==> src/sv/tspr_pkg.sv <==
// Shared types and constants for the tile and sprite pixel renderer.
// No dependencies; every other file refers to this package by scoped names.
package tspr_pkg;

    // Parameter defaults
    localparam int SCREEN_WIDTH_DEF     = 160;
    localparam int MAX_LINE_SPRITES_DEF = 10;
    localparam int SPRITE_ENTRIES_DEF   = 40;

    localparam int VRAM_AW = 13;

    // Item opcodes
    typedef enum logic [1:0] {
        OP_VRAM_WR   = 2'd0,
        OP_SPRITE_WR = 2'd1,
        OP_LINE      = 2'd2,
        OP_PIXEL     = 2'd3
    } op_t;

    // Register indexes
    typedef enum logic [2:0] {
        REG_LCDC = 3'd0,
        REG_SCX  = 3'd1,
        REG_SCY  = 3'd2,
        REG_WX   = 3'd3,
        REG_WY   = 3'd4,
        REG_BGP  = 3'd5,
        REG_OBP0 = 3'd6,
        REG_OBP1 = 3'd7
    } reg_idx_t;

    localparam logic [7:0] LCDC_RESET = 8'h91;
    localparam logic [7:0] BGP_RESET  = 8'hFC;
    localparam logic [7:0] OBP_RESET  = 8'hFF;

    // Datapath steps
    typedef enum logic [4:0] {
        ST_NONE,
        ST_ACCEPT,
        ST_SCAN_INIT,
        ST_SCAN_RDY,
        ST_SCAN_RDX,
        ST_SCAN_EVAL,
        ST_RND_INIT,
        ST_MAP,
        ST_TID,
        ST_TLO,
        ST_THI,
        ST_SP_Y,
        ST_SP_X,
        ST_SP_T,
        ST_SP_A,
        ST_SP_CHK,
        ST_SP_LO,
        ST_SP_HI,
        ST_OUT
    } step_t;

    typedef struct packed {
        step_t step;
        logic  win;
    } cmd_t;

    typedef struct packed {
        logic col_off;
        logic bg_on;
        logic win_hit;
        logic sprites_on;
        logic sp_any;
        logic scan_last;
        logic sp_last;
        logic out_busy;
    } sts_t;

    typedef enum logic [4:0] {
        S_IDLE,
        S_SC_INIT,
        S_SC_Y,
        S_SC_X,
        S_SC_EV,
        S_RN_INIT,
        S_BG_MAP,
        S_BG_ID,
        S_BG_LO,
        S_BG_HI,
        S_WN_MAP,
        S_WN_ID,
        S_WN_LO,
        S_WN_HI,
        S_SP_Y,
        S_SP_X,
        S_SP_T,
        S_SP_A,
        S_SP_CHK,
        S_SP_LO,
        S_SP_HI,
        S_OUT
    } state_t;

    // Shade for a colour index: 3 minus the palette field
    function automatic logic [1:0] shade_of(input logic [7:0] pal, input logic [1:0] idx);
        logic [1:0] f;
        case (idx)
            2'd0:    f = pal[1:0];
            2'd1:    f = pal[3:2];
            2'd2:    f = pal[5:4];
            default: f = pal[7:6];
        endcase
        return ~f;
    endfunction

endpackage

==> src/sv/tspr_ctrl.sv <==
// Sequencer for the tile and sprite pixel renderer.
// Depends on tspr_pkg; drives tspr_dp through cmd_t and reads back sts_t.
module tspr_ctrl
(
    input  logic             clk,
    input  logic             rst_n,
    input  logic             in_valid,
    input  logic [1:0]       opcode,
    output logic             in_stall,
    input  tspr_pkg::sts_t   sts,
    output tspr_pkg::cmd_t   cmd
);

    tspr_pkg::state_t state_reg, state_next;

    always_ff @(posedge clk or negedge rst_n)
    begin
        if (!rst_n)
        begin
            state_reg <= tspr_pkg::S_IDLE;
        end
        else
        begin
            state_reg <= state_next;
        end
    end

    // Next state
    always_comb
    begin
        state_next = state_reg;
        case (state_reg)
            tspr_pkg::S_IDLE:
            begin
                if (in_valid)
                begin
                    case (tspr_pkg::op_t'(opcode))
                        tspr_pkg::OP_LINE:  state_next = tspr_pkg::S_SC_INIT;
                        tspr_pkg::OP_PIXEL: state_next = tspr_pkg::S_RN_INIT;
                        default:            state_next = tspr_pkg::S_IDLE;
                    endcase
                end
            end
            tspr_pkg::S_SC_INIT:
                state_next = sts.sprites_on ? tspr_pkg::S_SC_Y : tspr_pkg::S_IDLE;
            tspr_pkg::S_SC_Y:  state_next = tspr_pkg::S_SC_X;
            tspr_pkg::S_SC_X:  state_next = tspr_pkg::S_SC_EV;
            tspr_pkg::S_SC_EV:
                state_next = sts.scan_last ? tspr_pkg::S_IDLE : tspr_pkg::S_SC_Y;
            tspr_pkg::S_RN_INIT:
            begin
                if (sts.col_off)
                    state_next = tspr_pkg::S_OUT;
                else if (sts.bg_on)
                    state_next = tspr_pkg::S_BG_MAP;
                else if (sts.win_hit)
                    state_next = tspr_pkg::S_WN_MAP;
                else if (sts.sp_any)
                    state_next = tspr_pkg::S_SP_Y;
                else
                    state_next = tspr_pkg::S_OUT;
            end
            tspr_pkg::S_BG_MAP: state_next = tspr_pkg::S_BG_ID;
            tspr_pkg::S_BG_ID:  state_next = tspr_pkg::S_BG_LO;
            tspr_pkg::S_BG_LO:  state_next = tspr_pkg::S_BG_HI;
            tspr_pkg::S_BG_HI:
            begin
                if (sts.win_hit)
                    state_next = tspr_pkg::S_WN_MAP;
                else if (sts.sp_any)
                    state_next = tspr_pkg::S_SP_Y;
                else
                    state_next = tspr_pkg::S_OUT;
            end
            tspr_pkg::S_WN_MAP: state_next = tspr_pkg::S_WN_ID;
            tspr_pkg::S_WN_ID:  state_next = tspr_pkg::S_WN_LO;
            tspr_pkg::S_WN_LO:  state_next = tspr_pkg::S_WN_HI;
            tspr_pkg::S_WN_HI:
                state_next = sts.sp_any ? tspr_pkg::S_SP_Y : tspr_pkg::S_OUT;
            tspr_pkg::S_SP_Y:   state_next = tspr_pkg::S_SP_X;
            tspr_pkg::S_SP_X:   state_next = tspr_pkg::S_SP_T;
            tspr_pkg::S_SP_T:   state_next = tspr_pkg::S_SP_A;
            tspr_pkg::S_SP_A:   state_next = tspr_pkg::S_SP_CHK;
            tspr_pkg::S_SP_CHK: state_next = tspr_pkg::S_SP_LO;
            tspr_pkg::S_SP_LO:  state_next = tspr_pkg::S_SP_HI;
            tspr_pkg::S_SP_HI:
                state_next = sts.sp_last ? tspr_pkg::S_OUT : tspr_pkg::S_SP_Y;
            tspr_pkg::S_OUT:
                state_next = sts.out_busy ? tspr_pkg::S_OUT : tspr_pkg::S_IDLE;
            default: state_next = tspr_pkg::S_IDLE;
        endcase
    end

    // Outputs
    always_comb
    begin
        in_stall = (state_reg != tspr_pkg::S_IDLE);
        cmd.win  = 1'b0;
        cmd.step = tspr_pkg::ST_NONE;
        case (state_reg)
            tspr_pkg::S_IDLE:
                cmd.step = in_valid ? tspr_pkg::ST_ACCEPT : tspr_pkg::ST_NONE;
            tspr_pkg::S_SC_INIT: cmd.step = tspr_pkg::ST_SCAN_INIT;
            tspr_pkg::S_SC_Y:    cmd.step = tspr_pkg::ST_SCAN_RDY;
            tspr_pkg::S_SC_X:    cmd.step = tspr_pkg::ST_SCAN_RDX;
            tspr_pkg::S_SC_EV:   cmd.step = tspr_pkg::ST_SCAN_EVAL;
            tspr_pkg::S_RN_INIT: cmd.step = tspr_pkg::ST_RND_INIT;
            tspr_pkg::S_BG_MAP:  cmd.step = tspr_pkg::ST_MAP;
            tspr_pkg::S_BG_ID:   cmd.step = tspr_pkg::ST_TID;
            tspr_pkg::S_BG_LO:   cmd.step = tspr_pkg::ST_TLO;
            tspr_pkg::S_BG_HI:   cmd.step = tspr_pkg::ST_THI;
            tspr_pkg::S_WN_MAP:
            begin
                cmd.step = tspr_pkg::ST_MAP;
                cmd.win  = 1'b1;
            end
            tspr_pkg::S_WN_ID:
            begin
                cmd.step = tspr_pkg::ST_TID;
                cmd.win  = 1'b1;
            end
            tspr_pkg::S_WN_LO:
            begin
                cmd.step = tspr_pkg::ST_TLO;
                cmd.win  = 1'b1;
            end
            tspr_pkg::S_WN_HI:
            begin
                cmd.step = tspr_pkg::ST_THI;
                cmd.win  = 1'b1;
            end
            tspr_pkg::S_SP_Y:    cmd.step = tspr_pkg::ST_SP_Y;
            tspr_pkg::S_SP_X:    cmd.step = tspr_pkg::ST_SP_X;
            tspr_pkg::S_SP_T:    cmd.step = tspr_pkg::ST_SP_T;
            tspr_pkg::S_SP_A:    cmd.step = tspr_pkg::ST_SP_A;
            tspr_pkg::S_SP_CHK:  cmd.step = tspr_pkg::ST_SP_CHK;
            tspr_pkg::S_SP_LO:   cmd.step = tspr_pkg::ST_SP_LO;
            tspr_pkg::S_SP_HI:   cmd.step = tspr_pkg::ST_SP_HI;
            tspr_pkg::S_OUT:
                cmd.step = sts.out_busy ? tspr_pkg::ST_NONE : tspr_pkg::ST_OUT;
            default: cmd.step = tspr_pkg::ST_NONE;
        endcase
    end

endmodule

==> config.mk <==
export PLATFORM = sky130hd
export DESIGN_NAME = tspr_ctrl
export DESIGN_NICKNAME = d
export VERILOG_FILES = /design/src/sv/tspr_pkg.sv /design/src/sv/tspr_ctrl.sv
export SDC_FILE = /design/constraint.sdc
export NUM_CORES = 1
export LEC_CHECK = 0
export BUFFER_PORTS_ARGS = -buffer_cell sky130_fd_sc_hd__buf_2
export CELL_PAD_IN_SITES_DETAIL_PLACEMENT = 2
export CELL_PAD_IN_SITES_GLOBAL_PLACEMENT = 2
export CORE_MARGIN = 4
export CORE_UTILIZATION = 26
export CTS_CLUSTER_DIAMETER = 30
export CTS_CLUSTER_SIZE = 16
export DETAILED_ROUTE_END_ITERATION = 6
export HOLD_SLACK_MARGIN = 0.15
export MAX_ROUTING_LAYER = met4
export PLACE_DENSITY_LB_ADDON = 0.1
export SYNTH_ARGS = -nofsm -noshare
export SYNTH_HDL_FRONTEND = slang
export SYNTH_SLANG_ARGS = --single-unit
==> constraint.sdc <==
create_clock -name clk -period 1.8 [get_ports clk]
set_input_delay 0.18 -clock clk [delete_from_list [all_inputs] [get_ports clk]]
set_output_delay 0.18 -clock clk [all_outputs]
set_load 0.05 [all_outputs]
==> run metrics <==
outcome=completed; Top FF cell, synth=dfrtp_1; flops & latches, synth=5; power share of the sequential group=~16%; Yosys top cell by area=dfrtp_1; Root Buffer=clkbuf_4; Sw Pwr=between 1000 and 1500 µW; CTS max path bufs=2; top cells by count, synth=11 x nor2_1, 10 x a21oi_1, 7 x inv_1, 5 x dfrtp_1, 5 x nor3_1; Peak VDD IR=about 0.94 mV; highest routed layer=met4; Synth Warn #=0; Final Cycle Share=a little over nine tenths; max-cap violations=0; reg-to-reg slack, setup=between 0.2 and 0.25 ns; non-filler cells, final=around 150; combinational group share of total power=76.8%; Clock Skew=about 0.00020 ns; Cells after DPL=~140; largest net degree at the start of global routing=18; nets@finish=138; nature of the critical path startpoint=register; FF-to-FF path depth=5; initial antenna violation count=0; CP Capture Type=primary output; Top Ports=20; Synthesized Nets=about 110; Skew-Pair Late Insertion Delay=between 0.2 and 0.3 ns; pwr dens=2020 nW/µm²; DR pass1 iterations=4; critical path class=reg2out; Netlist cell types=37; fraction of layout cells with a size suffix above 1=about 40%; cts bufs inserted=3; metal3 WL=37 µm; die area=approximately 3400 µm²; Mapped Area=between 600 and 700 µm²; Worst-path clk slew=approximately 0.040 ns; Reg-to-Reg End=state_reg[1]$_DFFE_PN0P_; final hold vios=0; overflow left after global routing=0; total number of vias=about 870; initial core utilization=approximately 28%; Ant. Diodes=0; vias in the first global route=about 960; most common cell in the synthesized netlist=nor2_1; Buffers on Ports=19; Die Height=58.2 µm; Clk pwr share=a little under 7%; num rows=17; synth top area cells=dfrtp_1 19%, a21oi_1 7.6%, nor2_1 6.3%, inv_1 4.0%, nor3_1 3.8%; Die Width=about 58 µm; post-synth top area share=a little under a fifth; # setup viols final=0; LEAKAGE=between 0.0004 and 0.0005 µW; Syn Inst Count=between 90 and 100; DRC violations left=0; worst slew pin tran=between 0.3 and 0.4 ns; Final GP Congestion=roughly 0.81; met1 wire length=approximately 1500 µm; mean number of vias per cell=roughly 5.7; total core area=about 2300 µm²; number of synthesized flops with an enable pin=0; sequential area share after synthesis=19.1%; max FFs per register=5; fin. max-slew vios=0; DP Wirelength=about 2100 µm; drt total wl=approximately 2900 µm; Global Route Usage Sum=19.2%; Routed Antenna Nets=0; Crit Reg-Reg Startpoint=state_reg[0]$_DFFE_PN0P_; CTS tree=yes; Async SR Flop Fraction=between 90% and 100%; Arrival @ worst endpoint=roughly 1.6 ns; Post-Syn Area per Cell=around 7 µm²; Data required, critical path=1.62 ns; Synth-to-Final Area Change=46.5%; crit path max fanout=6; Switching Fraction=56.5%; f_max=577 MHz; Filler cells=between 200 and 300; Tmin final=about 1.7 ns; first-pass GRT wire length=approximately 4900 µm; WL/cell=between 15 and 20 µm; worst min-delay path class=in2async; H-tree depth=1; DR iter-0 viols=12; Worst slew margin=approximately 76%; Clock Sinks=5; hold slack=about 0.30 ns; Cell Int Power=843 µW; Routed met2 length=about 1400 µm
[worst max path at each step]
stage / start / endpoint / slack, ns
2_1_floorplan: state_reg[0]$_DFFE_PN0P_ / cmd[4] / -0.36
3_3_place_gp: state_reg[4]$_DFFE_PN0P_ / state_reg[1]$_DFFE_PN0P_ / 0.11
3_5_place_dp: state_reg[2]$_DFFE_PN0P_ / cmd[3] / 0.11
4_1_cts: state_reg[2]$_DFFE_PN0P_ / cmd[3] / 0.01
5_1_grt: state_reg[4]$_DFFE_PN0P_ / cmd[2] / -0.03
6_report: state_reg[3]$_DFFE_PN0P_ / cmd[4] / 0.07
[cells in the final DEF (no fill, tap or decap), drive strengths merged, types with 2 or more instances in the layout]
master / count
buf: 31
a21oi: 10
nand3: 4
a221oi: 2
dfrtp: 5
nand4: 2
o31a: 2
nand2: 3
nor2b: 3
nand2b: 2
clkbuf: 6
o21a: 2
o22ai: 3
inv: 7
nor2: 11
o21ai: 4
a31oi: 3
nor3: 5
o211ai: 3
[power by group through the flow]
stage / registers (µW) / logic (µW) / clock network [µW]
final: 316 / 1490 / 135
after CTS: 292 / 1380 / 135
after floorplan: 206 / 997 / 0
after global placement: 298 / 1260 / 0
after detailed placement: 301 / 1270 / 0
after global routing: 326 / 1610 / 148
[worst max-delay path, stage by stage (launching register included)]
cell and delay [ns]:
dfrtp_4 0.53, nor2_4 0.13, inv_2 0.05, a222oi_1 0.33
buf_4 0.26
[per-stage QoR]
stage               power [µW]  utilization [%]  worst slack [ns]  area, µm²  setup TNS, ns
floorplan                 1200                -            -0.361        684         -0.369
global placement          1560             36.2             0.114        831              0
detailed placement        1570             36.2             0.106        831              0
CTS                       1810             39.9            0.0126        916              0
global route              2080             41.7           -0.0266        958        -0.0465
finish                    1940             41.7            0.0655        958              0
[cell families after synthesis]
kind of cell | share of synthesized area [%]
AOI/OAI and AO/OA | 38.4
and+or+nand+nor | 28.1
buffers and inverters | 11.5
DFF | 19.1
xor gates and xnor gates | 1.34
muxes | 1.53
[timing repair]
| action | in CTS | in global routing |
|---|---|---|
| pin swaps | 0 | 3 |
| hold buffers | 1 | 0 |
| hold endpoints to repair | 5 | 0 |
| setup endpoints to repair | 6 | 6 |
| setup buffers | 3 | 1 |
| resized for setup | 7 | 15 |
[layer usage]
metal / track usage (%) / vias up
li1: - / 416
met1: 25.7 / 438
met2: 31.6 / 15
met3: 0.668 / 2
met4: 4.97 / 0
met5: - / -
[final cells by class]
cell class	count	area (µm²)	share of cell area, %
clock buffer	4	26.3	2.74
inverter	7	28.8	3.00
multi-input combinational	74	485	50.7
sequential	5	136	14.2
tap	28	35.0	3.66
timing repair buffer	34	246	25.7
Note: power is estimated with default switching activity, not from simulation.
